`config.mk`:
```
export PLATFORM = sky130hd
export DESIGN_NAME = strip_to_list_assembler
export DESIGN_NICKNAME = d
export VERILOG_FILES = /design/src/rtl/slta_pkg.sv /design/src/rtl/slta_cfg_regs.sv /design/src/rtl/slta_core.sv /design/src/rtl/slta_out_reg.sv /design/src/rtl/strip_to_list_assembler.sv
export SDC_FILE = /design/constraint.sdc
export NUM_CORES = 1
export LEC_CHECK = 0
export BUFFER_PORTS_ARGS = -buffer_cell sky130_fd_sc_hd__clkbuf_2
export CORE_AREA = 2 2 120 238
export DETAILED_ROUTE_END_ITERATION = 7
export DIE_AREA = 0 0 122 240
export SLEW_MARGIN = 10
export SYNTH_ARGS = -nofsm -noshare
export SYNTH_HDL_FRONTEND = slang
export SYNTH_SLANG_ARGS = --single-unit
export TNS_END_PERCENT = 50
```
`constraint.sdc`:
```
create_clock -name clk -period 6.6 [get_ports clk]
set_input_delay 0.66 -clock clk [delete_from_list [all_inputs] [get_ports clk]]
set_output_delay 0.66 -clock clk [all_outputs]
set_load 0.1 [all_outputs]
```
`src/rtl/slta_pkg.sv`:
```
package slta_pkg;

  localparam int INDEX_WIDTH = 32;
  localparam int FIELD_WIDTH = 32;
  localparam int CFG_INDEX_WIDTH = 2;

  typedef logic [INDEX_WIDTH-1:0] index_t;
  typedef logic [FIELD_WIDTH-1:0] field_t;

  localparam logic [CFG_INDEX_WIDTH-1:0] CFG_TOPOLOGY_MODE = 2'd0;
  localparam logic [CFG_INDEX_WIDTH-1:0] CFG_RESTART_VALUE = 2'd1;
  localparam logic [CFG_INDEX_WIDTH-1:0] CFG_AUTO_INDEX    = 2'd2;

  localparam logic TOPOLOGY_STRIP = 1'b0;
  localparam logic TOPOLOGY_LIST  = 1'b1;

  typedef struct packed {
    logic   topology_mode;
    index_t restart_value;
    logic   auto_index;
  } cfg_t;

  typedef struct packed {
    field_t first_corner;
    field_t second_corner;
    field_t third_corner;
    logic   triangle_valid;
    logic   stream_end;
  } result_t;

  function automatic field_t widen(input index_t v);
    field_t r;
    r = '0;
    r[INDEX_WIDTH-1:0] = v;
    return r;
  endfunction

endpackage

```
`src/rtl/slta_cfg_regs.sv`:
```
module slta_cfg_regs (
  input  logic                                clk,
  input  logic                                rst,
  input  logic                                wr_en,
  input  logic [slta_pkg::CFG_INDEX_WIDTH-1:0] wr_index,
  input  slta_pkg::field_t                    wr_data,
  output slta_pkg::cfg_t                      cfg
);
  import slta_pkg::*;

  always_ff @(posedge clk) begin
    if (rst) begin
      cfg.topology_mode <= TOPOLOGY_STRIP;
      cfg.restart_value <= '1;
      cfg.auto_index    <= 1'b0;
    end else if (wr_en) begin
      case (wr_index)
        CFG_TOPOLOGY_MODE: cfg.topology_mode <= wr_data[0];
        CFG_RESTART_VALUE: cfg.restart_value <= wr_data[INDEX_WIDTH-1:0];
        CFG_AUTO_INDEX:    cfg.auto_index    <= wr_data[0];
        default: ;
      endcase
    end
  end

endmodule

```
`src/rtl/slta_core.sv`:
```
module slta_core (
  input  logic                clk,
  input  logic                rst,
  input  logic                accept,
  input  slta_pkg::field_t    vertex_index,
  input  logic                stream_last,
  input  slta_pkg::cfg_t      cfg,
  output logic                emit,
  output slta_pkg::result_t   res
);
  import slta_pkg::*;

  index_t     older, older_next;
  index_t     newer, newer_next;
  logic [1:0] fill, fill_next;
  logic       parity, parity_next;
  index_t     seq, seq_next;

  index_t idx;
  logic   is_restart;
  logic   tri_hit;
  index_t c0, c1, c2;

  always_comb begin
    older_next  = older;
    newer_next  = newer;
    fill_next   = fill;
    parity_next = parity;
    seq_next    = seq;
    tri_hit     = 1'b0;
    c0          = '0;
    c1          = '0;
    c2          = '0;

    if (cfg.auto_index) begin
      idx      = seq;
      seq_next = seq + 1'b1;
    end else begin
      idx = vertex_index[INDEX_WIDTH-1:0];
    end
    is_restart = !cfg.auto_index && (idx == cfg.restart_value);

    if (cfg.topology_mode == TOPOLOGY_LIST) begin
      if (fill >= 2'd2) begin
        c0        = older;
        c1        = newer;
        c2        = idx;
        tri_hit   = 1'b1;
        fill_next = 2'd0;
      end else begin
        older_next = newer;
        newer_next = idx;
        fill_next  = fill + 2'd1;
      end
    end else if (is_restart) begin
      fill_next   = 2'd0;
      parity_next = 1'b0;
    end else if (fill >= 2'd2) begin
      c0          = parity ? newer : older;
      c1          = parity ? older : newer;
      c2          = idx;
      tri_hit     = 1'b1;
      parity_next = !parity;
      older_next  = newer;
      newer_next  = idx;
    end else begin
      older_next = newer;
      newer_next = idx;
      fill_next  = fill + 2'd1;
    end

    if (stream_last) begin
      older_next  = '0;
      newer_next  = '0;
      fill_next   = 2'd0;
      parity_next = 1'b0;
      seq_next    = '0;
    end

    emit               = tri_hit || stream_last;
    res.first_corner   = widen(c0);
    res.second_corner  = widen(c1);
    res.third_corner   = widen(c2);
    res.triangle_valid = tri_hit;
    res.stream_end     = stream_last;
  end

  always_ff @(posedge clk) begin
    if (rst) begin
      older  <= '0;
      newer  <= '0;
      fill   <= 2'd0;
      parity <= 1'b0;
      seq    <= '0;
    end else if (accept) begin
      older  <= older_next;
      newer  <= newer_next;
      fill   <= fill_next;
      parity <= parity_next;
      seq    <= seq_next;
    end
  end

`ifndef SYNTHESIS
  a_last_clears: assert property (@(posedge clk) disable iff (rst)
    accept && stream_last |=> fill == 2'd0 && !parity && seq == '0)
    else $error("stream state not cleared after last beat");

  a_restart_clears: assert property (@(posedge clk) disable iff (rst)
    accept && cfg.topology_mode == TOPOLOGY_STRIP && is_restart
    |=> fill == 2'd0 && !parity)
    else $error("strip restart did not clear window");

  a_fill_range: assert property (@(posedge clk) disable iff (rst)
    fill != 2'd3)
    else $error("window fill out of range");

  a_list_parity: assert property (@(posedge clk) disable iff (rst)
    accept && cfg.topology_mode == TOPOLOGY_LIST && !stream_last |=> parity == $past(parity))
    else $error("list mode changed strip parity");
`endif

endmodule

```
`src/rtl/slta_out_reg.sv`:
```
module slta_out_reg (
  input  logic              clk,
  input  logic              rst,
  input  logic              in_valid,
  output logic              in_stall,
  input  logic              emit,
  input  slta_pkg::result_t res,
  output logic              out_valid,
  input  logic              out_stall,
  output slta_pkg::result_t out_res,
  output logic              accept
);
  import slta_pkg::*;

  assign in_stall = out_valid && out_stall;
  assign accept   = in_valid && !in_stall;

  always_ff @(posedge clk) begin
    if (rst) begin
      out_valid <= 1'b0;
    end else if (accept && emit) begin
      out_valid <= 1'b1;
    end else if (!out_stall) begin
      out_valid <= 1'b0;
    end
  end

  always_ff @(posedge clk) begin
    if (accept && emit) begin
      out_res <= res;
    end
  end

`ifndef SYNTHESIS
  a_no_overwrite: assert property (@(posedge clk) disable iff (rst)
    out_valid && out_stall |=> out_valid && $stable(out_res))
    else $error("held result lost or changed");

  a_load_source: assert property (@(posedge clk) disable iff (rst)
    !$past(accept && emit) && out_valid |-> $past(out_valid))
    else $error("result appeared without an emitting beat");
`endif

endmodule

```
`src/rtl/strip_to_list_assembler.sv`:
```
// strip_to_list_assembler: vertex index stream to triangle primitives.
// A result is registered and presented in the cycle after the beat that causes it.
// Throughput: one input beat per cycle; the single result register refills
// in the cycle it drains, so input stalls only while a held result is stalled.
// Reset (rst, synchronous): clears window, parity, counter and output valid;
// configuration returns to strip mode, restart value all ones, auto index off.
module strip_to_list_assembler (
  input  logic                                 clk,
  input  logic                                 rst,
  input  logic                                 in_valid,
  output logic                                 in_stall,
  input  slta_pkg::field_t                     vertex_index,
  input  logic                                 stream_last,
  output logic                                 out_valid,
  input  logic                                 out_stall,
  output slta_pkg::field_t                     first_corner,
  output slta_pkg::field_t                     second_corner,
  output slta_pkg::field_t                     third_corner,
  output logic                                 triangle_valid,
  output logic                                 stream_end,
  input  logic                                 cfg_valid,
  output logic                                 cfg_ready,
  input  logic [slta_pkg::CFG_INDEX_WIDTH-1:0] cfg_index,
  input  slta_pkg::field_t                     cfg_data
);
  import slta_pkg::*;

  cfg_t    cfg;
  logic    accept;
  logic    emit;
  result_t res;
  result_t out_res;

  assign cfg_ready = 1'b1;

  slta_cfg_regs u_cfg (
    .clk      (clk),
    .rst      (rst),
    .wr_en    (cfg_valid && cfg_ready),
    .wr_index (cfg_index),
    .wr_data  (cfg_data),
    .cfg      (cfg)
  );

  slta_core u_core (
    .clk          (clk),
    .rst          (rst),
    .accept       (accept),
    .vertex_index (vertex_index),
    .stream_last  (stream_last),
    .cfg          (cfg),
    .emit         (emit),
    .res          (res)
  );

  slta_out_reg u_out (
    .clk       (clk),
    .rst       (rst),
    .in_valid  (in_valid),
    .in_stall  (in_stall),
    .emit      (emit),
    .res       (res),
    .out_valid (out_valid),
    .out_stall (out_stall),
    .out_res   (out_res),
    .accept    (accept)
  );

  assign first_corner   = out_res.first_corner;
  assign second_corner  = out_res.second_corner;
  assign third_corner   = out_res.third_corner;
  assign triangle_valid = out_res.triangle_valid;
  assign stream_end     = out_res.stream_end;

endmodule

```
==> run_results.csv <==
group,metric,value,unit
timing,slew_headroom,24.8,%
hold_path,hold_path.class,"in2reg",
yosys,synth_ff_type,"dfxtp_1",
clock_tree,ctsResizeCount,0,
yosys,ys_top_cells_by_area,"edfxtp_1, dfxtp_1, a22o_1, xnor2_1, o2bb2ai_1",
yosys,netlist_top_cells_count,"dfxtp_1, edfxtp_1, a22o_1, nand2_1, nor2_1",
power,peakVddDrop,0.000149,V
floorplanning,die_area,29300,sq um
place,gp_congestion,0.842,
power,power_density,283,nW/um^2
clock_tree,clock-root-buffer,"clkbuf_16",
grt,grt_use_total,17.0,%
yosys,yosysTopAreaCell,"edfxtp_1",
grt,first_global_vias,6699,
timing,timing.final.ws_setup,2.51,ns
place,place_area,10600,sq um
place,hpwl,18800,um
place,numPlacedInstances,1289,
clock_tree,cts_sinks,232,
clock_tree,htree_levels,1,
floorplanning,num_rows,86,
critical_path,reg2reg_depth,10,
route,detail-route-antenna-nets,0,
yosys,synth-async-reset-ratio,0,%
route,drtIter0Drc,418,
yosys,synth_edf_count,98,
clock_tree,cts_made_buffers,21,
timing,max_freq,244,MHz
grt,grt_max_degree,65,
hold_path,hold_end,"u_cfg.cfg[12]",
route,drc,0,
route,avgRoutedWirePerCell,18.9,um
timing,hold_viol,0,
critical_path,timing.rr.start,"u_cfg.cfg[0]",
critical_path,cp.required,6.79,ns
flow_run,maxCapViolCount,0,
clock_tree,clk_path_buf_depth,3,
yosys,synth.distinct_cells,49,
route,vias,6787,
outcome,status,"finished clean",
cells_and_area,area_growth,19.0,%
cells_and_area,nets,1036,
grt,grt_pass1_wl,37700,um
place,pre_cts_ws,2.52,ns
timing,rsz0062_at_grt,"no",
route,drt_wl_total,25100,um
cells_and_area,n_antenna_cell,0,
cells_and_area,layoutNonFillerInstCount,1325,
route,drt_pass1_iterations,5,
hold_path,holdCritStartpoint,"cfg_data[11]",
grt,antenna_found_initial,0,
floorplanning,die-height,240,um
yosys,ys_seq_area_share,59.3,%
critical_path,r2r_slack,2.51,ns
yosys,synth_most_common_cell,"dfxtp_1",
route,vias_per_cell,5.12,
critical_path,critPathKind,"reg2reg",
critical_path,crit_path_max_fanout,49,
timing,fin_crit_sh,62.0,%
critical_path,start_kind,"flip-flop",
grt,overflow,0,
yosys,synth_area,9490,sq um
floorplanning,die_w,122,um
power,p_total,3.20,mW
critical_path,crit_arrival,4.28,ns
yosys,syn-num-nets,885,
timing,drv_slew,0,
yosys,synth_cells,809,
clock_tree,clk_pin_slew_worst_paths,0.07,ns
timing,whs,0.362,ns
floorplanning,start_util,34.6,%
cells_and_area,fin_util,41.2,%
yosys,synth.avg_cell_area,11.7,sq um
power,power.leakage,4.35,nW
cells_and_area,fin_area,11300,sq um
floorplanning,num_io_pins,173,
yosys,ys_warn_count,0,
clock_tree,post-cts-setup-buffers,0,
yosys,synth_top_area_share,31.0,%
timing,finalSetupTns,0,ns
clock_tree,clk_latency,0.52,ns
place,port_buffers,171,
floorplanning,coreArea,27400,sq um
critical_path,reg2reg_to,"u_out.out_res[26]",
timing,min_period,4.09,ns
yosys,synth_seq_cells,232,
timing,finalSetupViolations,0,
hold_path,whs_path_depth,3,
timing,max_slew.worst_pin.slew,1.13,ns
clock_tree,cts_tree,"built",
critical_path,cp-end-kind,"flip-flop",
clock_tree,postCtsHoldBufs,0,
cells_and_area,drive_above_1_share,24.3,%
timing,clock-skew-final,0.0210,ns
## cell usage in the layout, fill, tap and decap left out, types with 2 or more instances in the layout
cell,n
bufinv_16,3
a31oi_1,2
or3_1,14
a21oi_1,16
buf_4,12
nand2_1,79
inv_1,16
nor2_1,61
nand4_1,5
xor2_1,7
o211ai_1,2
mux2i_2,13
a21oi_4,2
nand2b_1,2
a22o_1,96
and3_1,4
ha_1,4
edfxtp_1,98
mux2i_1,21
xnor2_1,41
nand3b_1,35
clkbuf_16,21
o21ai_0,18
o2bb2ai_1,34
nor4_1,9
clkinv_1,4
clkbuf_2,171
and4_1,3
nor3_1,8
nand3_1,9
clkinv_2,4
nor3b_1,2
dfxtp_1,133
## critical path, cell delays in order (launching register included)
cell,delay (ns)
dfxtp_2,0.31
buf_4,0.53
mux2i_2,0.50
xnor2_1,0.21
nor4_1,0.57
nand4_1,0.23
or2_1,0.40
o22ai_2,0.15
buf_4,0.39
a21oi_4,0.10
buf_4,0.31
## registers in the layout, indices dropped and copies added, names as in the netlist
name             flops
u_core.older        32
u_cfg.cfg           34
u_out.out_res       98
u_core.parity        1
u_out.out_valid      1
u_core.fill          2
u_core.newer        32
u_core.seq          32
## metal layers
metal	up-vias	routed length [um]	GRT usage, %
met5	-	0	0
met4	0	926	7.52
met3	43	1130	1.68
met2	213	13600	32.4
met1	3254	9380	18.6
li1	3277	-	-
## cells by family (layout without fill, tap and decap cells)
group           count (synthesis)  after routing  share of synthesized area, %
compound gates                181            181                          15.4
xor+xnor                       48             48                          4.43
fa+ha+maj                       4              4                         0.527
flops                         232            232                          59.3
mux                            34             34                          4.10
simple gates                  238            238                          12.4
buf+inv                        71            235                          3.90
other cells                     1              1                        0.0395
## where the power goes
group | internal [mW] | switching, mW | leakage [nW]
Sequential | 1.54 | 0.0338 | 2.06
Clock | 0.713 | 0.533 | 0.341
Combinational | 0.0816 | 0.298 | 1.95
## how the worst max path moves through the flow
stage	from	slack [ns]	end
2_1_floorplan	vertex_index[3]	1.81	u_out.out_res[0]
3_3_place_gp	u_cfg.cfg[0]	2.57	u_out.out_res[31]
3_5_place_dp	u_cfg.cfg[0]	2.52	u_out.out_res[1]
4_1_cts	u_cfg.cfg[0]	2.52	u_out.out_res[32]
5_1_grt	u_cfg.cfg[0]	2.39	u_out.out_res[0]
6_report	u_cfg.cfg[0]	2.51	u_out.out_res[26]
## cell type report
cell class              count  area, sq um
clock buffers              22          539
clock inverters            14          158
fillers                  2649        16100
inverters                  16         60.1
multi-input cells         506         3530
flip-flops and latches    232         5630
well taps                 352          440
repair buffers            183          946
No activity file was read; power rests on OpenSTA's default activity.
